--- config.mk ---
export PLATFORM = sky130hd
export DESIGN_NAME = multichannel_sensor_trip_watchdog
export DESIGN_NICKNAME = d
export VERILOG_FILES = /design/src/mstw_pkg.sv /design/src/multichannel_sensor_trip_watchdog.sv
export SDC_FILE = /design/constraint.sdc
export NUM_CORES = 2
export LEC_CHECK = 0
export BUFFER_PORTS_ARGS = -buffer_cell sky130_fd_sc_hd__buf_2
export CAP_MARGIN = 15
export CORE_MARGIN = 5
export CORE_UTILIZATION = 56
export DETAILED_ROUTE_END_ITERATION = 10
export PLACE_DENSITY = 0.75
export SLEW_MARGIN = 20
export SYNTH_ARGS = -nofsm -noshare
export SYNTH_HDL_FRONTEND = slang
export SYNTH_SLANG_ARGS = --single-unit
--- constraint.sdc ---
create_clock -name i_clk -period 7.15 [get_ports i_clk]
set_clock_uncertainty 0.1 [all_clocks]
set_input_delay 2.145 -clock i_clk [delete_from_list [all_inputs] [get_ports i_clk]]
set_output_delay 2.145 -clock i_clk [all_outputs]
set_load 0.005 [all_outputs]
--- src/mstw_pkg.sv ---
// Shared types, constants and helpers for the multichannel sensor trip watchdog.
// Used by multichannel_sensor_trip_watchdog; depends on nothing else.
package mstw_pkg;

    localparam int NUM_CHANNELS = 19;
    localparam int CH_BITS      = 5;
    localparam int COUNT_BITS   = 16;
    localparam int NUM_GROUPS   = 5;
    localparam int GRP_BITS     = 3;
    localparam int RAW_BITS     = 16;
    localparam int FILT_BITS    = 24;
    localparam int LEVEL_BITS   = 24;
    localparam int FLIM_BITS    = 16;
    localparam int CFG_IDX_BITS = 3;
    localparam int CFG_DATA_BITS = 64;

    localparam logic [RAW_BITS-1:0]   RAW_HIGH_LIMIT = 16'd32000;
    localparam logic [CH_BITS-1:0]    LAST_CHANNEL   = 5'd18;
    localparam logic [CH_BITS-1:0]    FIRST_CHANNEL  = 5'd0;
    localparam logic [LEVEL_BITS-1:0] LEVEL_RESET    = 24'h80_0000;

    // Configuration register indexes
    typedef enum logic [CFG_IDX_BITS-1:0] {
        CFG_LEVEL_G0  = 3'd0,
        CFG_LEVEL_G1  = 3'd1,
        CFG_LEVEL_G2  = 3'd2,
        CFG_LEVEL_G3  = 3'd3,
        CFG_LEVEL_G4  = 3'd4,
        CFG_FAULT_G0  = 3'd5,
        CFG_FAULT_G14 = 3'd6
    } t_cfg_reg;

    // One channel entry of the state memory
    typedef struct packed {
        logic [COUNT_BITS-1:0] count;
        logic [FILT_BITS-1:0]  peak;
        logic [FILT_BITS-1:0]  hold_peak;
        logic [COUNT_BITS-1:0] hold_count;
    } t_chan_entry;

    // Map a channel to its limit group
    function automatic logic [GRP_BITS-1:0] group_of(input logic [CH_BITS-1:0] ch);
        logic [GRP_BITS-1:0] g;
        if (ch < 5'd3) begin
            g = 3'd0;
        end else if (ch < 5'd7) begin
            g = 3'd1;
        end else if (ch < 5'd11) begin
            g = 3'd2;
        end else if (ch < 5'd15) begin
            g = 3'd3;
        end else begin
            g = 3'd4;
        end
        return g;
    endfunction

endpackage

--- src/multichannel_sensor_trip_watchdog.sv ---
// Trip watchdog over 19 sensor channels with per-channel state in one memory.
// Depends on mstw_pkg for constants, the entry type and the group map.

// Takes one channel word per cycle while o_stall is low and returns its result
// via the stage-one and output registers. Per-channel counters, peaks and held
// values live in a 19-entry memory with one registered read port; a word reads
// its entry when accepted and, for a known channel unless tripped, writes it
// back on leaving stage one, with forwarding for the same channel on consecutive
// cycles. No clearing pass is needed: per-entry valid bits make unwritten
// entries read as zero right after reset. Status words, the trip flag and the
// limits are flip-flops. Limits are written through the configuration port,
// which is always ready and should be used while no words are in flight.
module multichannel_sensor_trip_watchdog (
    input  logic                               i_clk,
    input  logic                               i_rst_n,
    // input channel
    input  logic                               i_valid,
    output logic                               o_stall,
    input  logic [mstw_pkg::CH_BITS-1:0]       i_channel,
    input  logic signed [mstw_pkg::RAW_BITS-1:0]  i_raw_sample,
    input  logic signed [mstw_pkg::FILT_BITS-1:0] i_filtered_sample,
    input  logic                               i_period_end,
    // output channel
    output logic                               o_valid,
    input  logic                               i_stall,
    output logic                               o_trip,
    output logic [5:0]                         o_status_top,
    output logic [15:0]                        o_status_fault,
    output logic [15:0]                        o_status_level,
    output logic [mstw_pkg::FILT_BITS-1:0]     o_held_peak,
    output logic [mstw_pkg::COUNT_BITS-1:0]    o_held_fault_count,
    // configuration write channel
    input  logic                               i_cfg_valid,
    output logic                               o_cfg_ready,
    input  logic [mstw_pkg::CFG_IDX_BITS-1:0]  i_cfg_index,
    input  logic [mstw_pkg::CFG_DATA_BITS-1:0] i_cfg_data
);
    import mstw_pkg::*;

    // configuration registers
    logic [LEVEL_BITS-1:0]    r_level_limit [NUM_GROUPS];
    logic [FLIM_BITS-1:0]     r_fault_lim_g0;
    logic [CFG_DATA_BITS-1:0] r_fault_lim_g14;

    // state memory and entry valid bits
    t_chan_entry              mem [NUM_CHANNELS];
    t_chan_entry              r_mem_q;
    logic [NUM_CHANNELS-1:0]  r_vld;
    logic                     r_rd_vld;
    logic                     r_fwd_hit;
    t_chan_entry              r_fwd_data;

    // stage one
    logic                     r_s1_valid;
    logic [CH_BITS-1:0]       r_s1_ch;
    logic                     r_s1_chv;
    logic                     r_s1_fault;
    logic [FILT_BITS-1:0]     r_s1_filt_mag;
    logic                     r_s1_pend;

    // scalar watchdog state
    logic                     r_tripped;
    logic [5:0]               r_status_top;
    logic [15:0]              r_status_fault;
    logic [15:0]              r_status_level;

    // output register
    logic                     r_out_valid;
    logic                     r_out_trip;
    logic [5:0]               r_out_status_top;
    logic [15:0]              r_out_status_fault;
    logic [15:0]              r_out_status_level;
    logic [FILT_BITS-1:0]     r_out_held_peak;
    logic [COUNT_BITS-1:0]    r_out_held_count;

    // handshake and stage-zero signals
    logic                     out_ready;
    logic                     s1_move;
    logic                     accept;
    logic                     in_chv;
    logic [CH_BITS-1:0]       rd_idx;
    logic [RAW_BITS-1:0]      raw_mag;
    logic [FILT_BITS-1:0]     filt_mag;
    logic                     in_fault;

    // stage-one signals
    t_chan_entry              cur;
    t_chan_entry              n_entry;
    logic                     wr_en;
    logic [GRP_BITS-1:0]      grp;
    logic [COUNT_BITS-1:0]    cnt_new;
    logic [FILT_BITS-1:0]     peak_new;
    logic                     level_hit;
    logic                     fault_hit;
    logic [FLIM_BITS-1:0]     fault_lim;
    logic [NUM_CHANNELS-1:0]  ch_onehot;
    logic [NUM_CHANNELS-1:0]  lset;
    logic [NUM_CHANNELS-1:0]  fset;
    logic [5:0]               n_status_top;
    logic [15:0]              n_status_fault;
    logic [15:0]              n_status_level;
    logic                     n_tripped;
    logic [FILT_BITS-1:0]     n_held_peak;
    logic [COUNT_BITS-1:0]    n_held_count;

    // handshakes
    assign out_ready   = !r_out_valid || !i_stall;
    assign s1_move     = r_s1_valid && out_ready;
    assign o_stall     = r_s1_valid && !out_ready;
    assign accept      = i_valid && !o_stall;
    assign o_cfg_ready = 1'b1;

    // stage zero: magnitudes, fault test, read address
    always_comb begin
        in_chv   = (i_channel < CH_BITS'(NUM_CHANNELS));
        rd_idx   = in_chv ? i_channel : FIRST_CHANNEL;
        raw_mag  = i_raw_sample[RAW_BITS-1] ? (~i_raw_sample + 1'b1) : i_raw_sample;
        filt_mag = i_filtered_sample[FILT_BITS-1] ? (~i_filtered_sample + 1'b1)
                                                  : i_filtered_sample;
        in_fault = (raw_mag > RAW_HIGH_LIMIT) || (raw_mag == '0);
    end

    // configuration writes
    always_ff @(posedge i_clk) begin
        if (!i_rst_n) begin
            for (int g = 0; g < NUM_GROUPS; g++) begin
                r_level_limit[g] <= LEVEL_RESET;
            end
            r_fault_lim_g0  <= '1;
            r_fault_lim_g14 <= '1;
        end else if (i_cfg_valid && o_cfg_ready) begin
            unique case (t_cfg_reg'(i_cfg_index))
                CFG_LEVEL_G0:  r_level_limit[0] <= i_cfg_data[LEVEL_BITS-1:0];
                CFG_LEVEL_G1:  r_level_limit[1] <= i_cfg_data[LEVEL_BITS-1:0];
                CFG_LEVEL_G2:  r_level_limit[2] <= i_cfg_data[LEVEL_BITS-1:0];
                CFG_LEVEL_G3:  r_level_limit[3] <= i_cfg_data[LEVEL_BITS-1:0];
                CFG_LEVEL_G4:  r_level_limit[4] <= i_cfg_data[LEVEL_BITS-1:0];
                CFG_FAULT_G0:  r_fault_lim_g0   <= i_cfg_data[FLIM_BITS-1:0];
                CFG_FAULT_G14: r_fault_lim_g14  <= i_cfg_data;
                default: ;
            endcase
        end
    end

    // memory: write back from stage one, registered read at accept
    always_ff @(posedge i_clk) begin
        if (wr_en) begin
            mem[r_s1_ch] <= n_entry;
        end
        if (accept) begin
            r_mem_q <= mem[rd_idx];
        end
    end

    // entry valid bits and forward from the write in flight
    always_ff @(posedge i_clk) begin
        if (!i_rst_n) begin
            r_vld     <= '0;
            r_rd_vld  <= 1'b0;
            r_fwd_hit <= 1'b0;
        end else begin
            if (wr_en) begin
                r_vld[r_s1_ch] <= 1'b1;
            end
            if (accept) begin
                r_rd_vld  <= r_vld[rd_idx];
                r_fwd_hit <= wr_en && (r_s1_ch == rd_idx);
            end
        end
    end

    always_ff @(posedge i_clk) begin
        if (accept) begin
            r_fwd_data <= n_entry;
        end
    end

    // stage-one register
    always_ff @(posedge i_clk) begin
        if (!i_rst_n) begin
            r_s1_valid <= 1'b0;
        end else if (accept) begin
            r_s1_valid <= 1'b1;
        end else if (s1_move) begin
            r_s1_valid <= 1'b0;
        end
    end

    always_ff @(posedge i_clk) begin
        if (accept) begin
            r_s1_ch       <= i_channel;
            r_s1_chv      <= in_chv;
            r_s1_fault    <= in_fault;
            r_s1_filt_mag <= filt_mag;
            r_s1_pend     <= i_period_end;
        end
    end

    // stage one: modify the entry and the status words
    always_comb begin
        if (r_fwd_hit) begin
            cur = r_fwd_data;
        end else if (r_rd_vld) begin
            cur = r_mem_q;
        end else begin
            cur = '0;
        end

        wr_en = s1_move && r_s1_chv && !r_tripped;
        grp   = group_of(r_s1_ch);

        case (grp)
            3'd0:    fault_lim = r_fault_lim_g0;
            3'd1:    fault_lim = r_fault_lim_g14[15:0];
            3'd2:    fault_lim = r_fault_lim_g14[31:16];
            3'd3:    fault_lim = r_fault_lim_g14[47:32];
            default: fault_lim = r_fault_lim_g14[63:48];
        endcase

        cnt_new = (r_s1_fault && (cur.count != {COUNT_BITS{1'b1}}))
                ? cur.count + 1'b1 : cur.count;
        peak_new  = (r_s1_filt_mag > cur.peak) ? r_s1_filt_mag : cur.peak;
        level_hit = r_s1_filt_mag > r_level_limit[grp];
        fault_hit = r_s1_pend && (cnt_new > COUNT_BITS'(fault_lim));

        n_entry.count      = cnt_new;
        n_entry.peak       = peak_new;
        n_entry.hold_peak  = cur.hold_peak;
        n_entry.hold_count = cur.hold_count;
        if (r_s1_pend) begin
            n_entry.hold_peak  = peak_new;
            n_entry.hold_count = cnt_new;
            n_entry.peak       = '0;
            n_entry.count      = '0;
        end

        ch_onehot = '0;
        if (r_s1_chv) begin
            ch_onehot[r_s1_ch] = 1'b1;
        end
        lset = level_hit ? ch_onehot : '0;
        fset = fault_hit ? ch_onehot : '0;

        // start of frame clears, then set this channel's bits
        if (r_s1_ch == FIRST_CHANNEL) begin
            n_status_top   = '0;
            n_status_fault = '0;
            n_status_level = '0;
        end else begin
            n_status_top   = r_status_top;
            n_status_fault = r_status_fault;
            n_status_level = r_status_level;
        end
        n_status_top   = n_status_top | {lset[2:0], fset[2:0]};
        n_status_fault = n_status_fault | fset[NUM_CHANNELS-1:3];
        n_status_level = n_status_level | lset[NUM_CHANNELS-1:3];
        n_tripped = (r_s1_ch == LAST_CHANNEL)
                  ? ((n_status_top != '0) || (n_status_fault != '0) || (n_status_level != '0))
                  : r_tripped;

        // held values shown with the result
        if (!r_s1_chv) begin
            n_held_peak  = '0;
            n_held_count = '0;
        end else if (r_tripped) begin
            n_held_peak  = cur.hold_peak;
            n_held_count = cur.hold_count;
        end else begin
            n_held_peak  = n_entry.hold_peak;
            n_held_count = n_entry.hold_count;
        end
    end

    // scalar state: frozen once tripped or for an unknown channel
    always_ff @(posedge i_clk) begin
        if (!i_rst_n) begin
            r_tripped      <= 1'b0;
            r_status_top   <= '0;
            r_status_fault <= '0;
            r_status_level <= '0;
        end else if (wr_en) begin
            r_tripped      <= n_tripped;
            r_status_top   <= n_status_top;
            r_status_fault <= n_status_fault;
            r_status_level <= n_status_level;
        end
    end

    // output register
    always_ff @(posedge i_clk) begin
        if (!i_rst_n) begin
            r_out_valid <= 1'b0;
        end else if (s1_move) begin
            r_out_valid <= 1'b1;
        end else if (!i_stall) begin
            r_out_valid <= 1'b0;
        end
    end

    always_ff @(posedge i_clk) begin
        if (s1_move) begin
            r_out_trip         <= wr_en ? n_tripped      : r_tripped;
            r_out_status_top   <= wr_en ? n_status_top   : r_status_top;
            r_out_status_fault <= wr_en ? n_status_fault : r_status_fault;
            r_out_status_level <= wr_en ? n_status_level : r_status_level;
            r_out_held_peak    <= n_held_peak;
            r_out_held_count   <= n_held_count;
        end
    end

    assign o_valid            = r_out_valid;
    assign o_trip             = r_out_trip;
    assign o_status_top       = r_out_status_top;
    assign o_status_fault     = r_out_status_fault;
    assign o_status_level     = r_out_status_level;
    assign o_held_peak        = r_out_held_peak;
    assign o_held_fault_count = r_out_held_count;

endmodule
# Word-level counts from Yosys, hierarchy flattened
# Memories as Yosys holds them, arrays and structs flattened. A register that Yosys moved wholly into a read port is not among the register bits.
# Index checks and enable logic that the tools add are counted.
totals:
  ff_bits: 333
  ram_bits: 1640
  input_bits: 118
  output_inout_bits: 82
  wordCells: 158
  mem_count: 2
op_classes:
  addsub: 3
  order_cmp: 12
  eq_ne: 13
  mux: 62
  bitwise_logic: 11
  n_reduce_logical: 28
mem_list:
  columns: ["memory", "words", "word_bits", "rd", "rd_clocked_by_memory_dff", "write_ports", "line", "source"]
  rows:
  - ["mem", 19, 80, 1, 1, 1, "multichannel_sensor_trip_watchdog.sv:46", "t_chan_entry mem [NUM_CHANNELS];"]
  - ["r_level_limit", 5, 24, 1, 0, 5, "multichannel_sensor_trip_watchdog.sv:41", "logic [LEVEL_BITS-1:0] r_level_limit [NUM_GROUPS];"]
ops:
  columns: ["op", "count"]
  rows:
  - ["$mux W80", 3]
  - ["$mux W24", 7]
  - ["$mux W16", 7]
  - ["$pmux W16 S4", 1]
  - ["$mux W19", 3]
  - ["$gt A24 B24 Y1", 2]
  - ["$add A16 B1 Y16 const B", 2]
  - ["$or A16 B16 Y16", 2]
  - ["$reduce_bool A16 Y1", 2]
  - ["$mux W1", 31]
  - ["$add A24 B1 Y24 const B", 1]
  - ["$not A24 Y24", 1]
  - ["$mux W23", 1]
  - ["$or A19 B19 Y19", 1]
  - ["$gt A16 B15 Y1 const B", 1]
  - ["$gt A16 B16 Y1", 1]
  - ["$logic_not A16 Y1", 1]
  - ["$ne A16 B16 Y1 const B", 1]
  - ["$not A16 Y16", 1]
  - ["$eq A3 B2 Y1 const B", 4]
  - ["$lt A5 B6 Y1 const B", 2]
  - ["$mux W3", 4]
  - ["$mux W6", 2]
  - ["$lt A5 B4 Y1 const B", 2]
  - ["other kinds (22)", 46]

# Longest topological paths before layout
logic_depth:
  depth_word: 16
  ltp_mapped: 21

# Least setup slack after synthesis
# Ideal clock, no wire load.
synth_timing:
  kind: "in2reg"
  from: "input port i_stall"
  to: "register r_status_fault[10]"
  t_arrival_ns: 7.194
  t_required_ns: 6.971
  setup_slack_ns: -0.224
  cell_stages: 6
  path_buffers: 0
  cell_sequence: "a21bo_2 -> nor3_1 -> nand4b_1 -> nor2_1 -> o211ai_1 -> a21oi_1"
synth_via:
  elab_chain_cells: 6
synth_lines:
  columns: ["element", "line", "source"]
  rows:
  - ["start, declared", "multichannel_sensor_trip_watchdog.sv:25", "input logic i_stall,"]
  - ["$logic_not A1 Y1", null, null]
  - ["$logic_or A1 B1 Y1", "multichannel_sensor_trip_watchdog.sv:107", "assign out_ready = !r_out_valid || !i_stall;"]
  - ["$logic_and A1 B1 Y1", "multichannel_sensor_trip_watchdog.sv:108", "assign s1_move = r_s1_valid && out_ready;"]
  - ["$logic_and A1 B1 Y1 (2 in series)", "multichannel_sensor_trip_watchdog.sv:209", "wr_en = s1_move && r_s1_chv && !r_tripped;"]
  - ["$mux W16", null, null]
  - ["end signal, assigned", "multichannel_sensor_trip_watchdog.sv:284", "r_status_fault <= n_status_fault;"]
  - ["end, declared", "multichannel_sensor_trip_watchdog.sv:64", "logic [15:0] r_status_fault;"]
# No other way between the ends.
# A chain may end at the register's enable or synchronous reset.

==> impl_results.md <==
* Status: completed
* Via count at 52,400
* VDD IR max at 0.298 mV
* Synthesized Nets at 5,547
* DRC at 0
* Tmin final at 6.39 ns
* DR iter-0 viols at 8,139
* Final WS setup at 0.764 ns
* Clock Latency Late Sink at 0.85 ns
* Critical path arrival at roughly 6.8 ns
* Die height at 395 um
* Fin. Hold Viols at 0
* Starting density of the core at 56.2%
* RSZ-0062 raised after global routing: false
* Number of buffers created by CTS at approximately 190
* Area fraction of the dominant cell type after synthesis at 69.2%
* H-tree Lvls at 4
* Critical Path Start: r_rd_vld
* Layout filler cell count at 9,958
* Antenna violations before repair at 13
* Mapped Avg Cell Area at about 15 um^2
* Max Clk Rate at 157 MHz
* Worst path required time at 7.51 ns
* Slew @ Worst Pin at 1.23 ns
* Hold Buf Count CTS at 0
* Die Wd at 395 um
* GPL Wtd Cong at 0.870
* Post-synth EDFFs at between 1,500 and 2,000
* Routed wire per std cell at about 31 um
* HPWL Detailed at 130,000 um
* Vias in the first global route at a little over 50,000
* DRT Pass-1 Iters at 8
* Max-slew violations at 0
* Die Area at 0.156 mm^2
* Cell area after synthesis at 0.0829 mm^2
* Worst-case clock buffer depth at 3
* Worst Setup EP: mem[2][17]
* Post-CTS Setup Bufs at 0
* CTS tree: done
* Yosys warnings at 0
* CORE AREA at between 0.1 and 0.15 mm^2
* Layout cells sized above 1 at 18.0%
* Tcrit/Tclk final at 89.3%
* Synth top area cells: edfxtp_1 (69%), mux4_2 (7.0%), dfxtp_1 (3.4%)
* Final core utilization at 63.6%
* Cell taking the most area after synthesis: edfxtp_1
* Total global-route track usage at 29.9%
* Critical Path Source Type: flip-flop
* Largest net degree at the start of global routing at 121
* R2r setup slk at about 0.76 ns
* Synth cell types at 76
* Layout area overhead at 13.1%
* Syn Inst Count at 5,362
* Worst setup EP type: flip-flop
* Hold Crit Class: reg2reg
* CP Max Fanout at 49
* Post-route ant nets at 0
* FF+latch count, synth at 2,053
* Setup Viol. Count Final at 0
* Max capacitance violation total at 0
* Clock sinks at 2,053
* Vias per cell at 6.87
* Max-Slew Margin vs Limit at 18.0%
* Most common flop cell mapped by yosys: edfxtp_1
* Reg2reg start: r_rd_vld
* Final net count at between 5,000 and 6,000
* Setup Slack @ Placement at 0.998 ns
* Total power at 25.8 mW
* Setup Crit Path Kind: reg2reg
* IO Pins at 200
* Seq/Total Area, Yosys at 72.6%
* Fin Hold WS at 0.360 ns
* Pwr/cell area at roughly 280 mW/mm^2
* # rows at ~140
* Detailed Route WL at 236,000 um
* Asr flop ratio synth at 0%
* # resized after CTS at 0
* Port buffer count at 198
* GR Overflow Total at 0
* Worst R2R Path Depth at 10
* First-pass GRT wire length at 344,000 um
* Root buffer cell: clkbuf_16
* Clock slew at reported path FFs at 0.06 ns
* Worst r2r dst: mem[2][17]
* Leakage dissipation at 31.4 nW
## routing by layer
metal	global-route usage, %	wire length, um
met5	0	67
met4	13.3	11900
met3	7.66	32500
met2	46.6	110000
met1	40.4	82100
## worst max-delay path, stage by stage, from the launching register on
cell	delay [ns]
dfxtp_1	0.78
nor2b_4	0.87
a22oi_1	0.36
ha_1	0.42
nand4_1	0.26
nor3_2	0.68
o221ai_1	0.42
o211ai_1	0.29
buf_4	0.62
nor3_1	0.19
nor3_2	0.92
## Yosys cell counts, drive strengths merged, types with 21 or more instances
library cell	n
a2111oi	25
a211oi	119
a21oi	251
a221o	30
a221oi	24
a22o	29
a22oi	31
a31oi	44
and2	34
buf	88
clkbuf	298
dfxtp	142
edfxtp	1911
ha	67
inv	33
mux2i	70
mux4	257
nand2	700
nand3	266
nand3b	29
nand4	21
nor2	178
nor3	115
o211ai	98
o21ai	117
o221ai	89
o22ai	103
xnor2	32
## state kept, by name, summed over array words and instances, names as in the netlist, 19 cells and up
register / cells
r_fault_lim_g14: 64
r_s1_filt_mag: 24
mem: 1520
r_vld: 19
r_mem_q: 80
r_level_limit: 120
r_fwd_data: 80
o_held_peak: 24
## report_power, final
group	leakage [nW]	total, mW	switching (mW)	internal [mW]
logic	9.44	1.91	1.32	0.595
registers	18.8	13.7	0.142	13.5
clock network	3.09	10.2	4.43	5.79
total	31.4	25.8	5.89	19.9
## metrics by stage
| step | setup TNS, ns | area [um^2] | cells |
|---|---|---|---|
| 6_report | 0 | 93700 | 7623 |
| 5_1_grt | 0 | 93700 | 7618 |
| 4_1_cts | 0 | 93400 | 7615 |
| 3_5_place_dp | 0 | 87100 | 7254 |
| 3_3_place_gp | 0 | 87100 | 7254 |
| 2_1_floorplan | -5.22 | 82900 | 5362 |
## layout make-up
type	instances	area, um^2	share of cell area (%)
multi-input cells	2888	21800	23.3
repair buffers	350	2810	3.00
well taps	1930	2410	2.58
inverters	35	143	0.152
clock inverters	116	1090	1.16
clock buffers	245	5220	5.56
flip-flops and latches	2053	60200	64.3
diodes	6	15.0	0.0160
## cell families after synthesis
kind of cell,synth area share [%]
multiplexers,7.88
other,0.00452
adder cells (fa/ha/maj),1.01
AO/OA/AOI/OAI,8.39
buffers and inverters,1.98
XOR/XNOR,0.423
AND/OR/NAND/NOR,7.67
flip-flops,72.6
## cell usage in the layout (no fill, tap or decap), types with 95 or more instances in the layout
cell type and n:
edfxtp_1 1911, nand2_1 697, nand3_1 264, mux4_2 257
a21oi_1 245, clkbuf_16 199, buf_2 196, nor2_1 145
dfxtp_1 141, o21ai_0 109, o22ai_1 103, buf_4 100
o211ai_1 98, nor3_1 95, a211oi_1 95
## how the worst min path moves through the flow
stage	from	end	cells after the start
floorplan	r_vld[7]	r_vld[7]	2
global placement	r_fault_lim_g14[50]	r_fault_lim_g14[50]	2
detailed placement	r_fault_lim_g14[50]	r_fault_lim_g14[50]	2
CTS	r_fault_lim_g14[62]	r_fault_lim_g14[62]	2
global route	r_fault_lim_g14[62]	r_fault_lim_g14[62]	2
finish	r_fault_lim_g14[50]	r_fault_lim_g14[50]	2
Note: power is estimated with default switching activity, not from simulation.
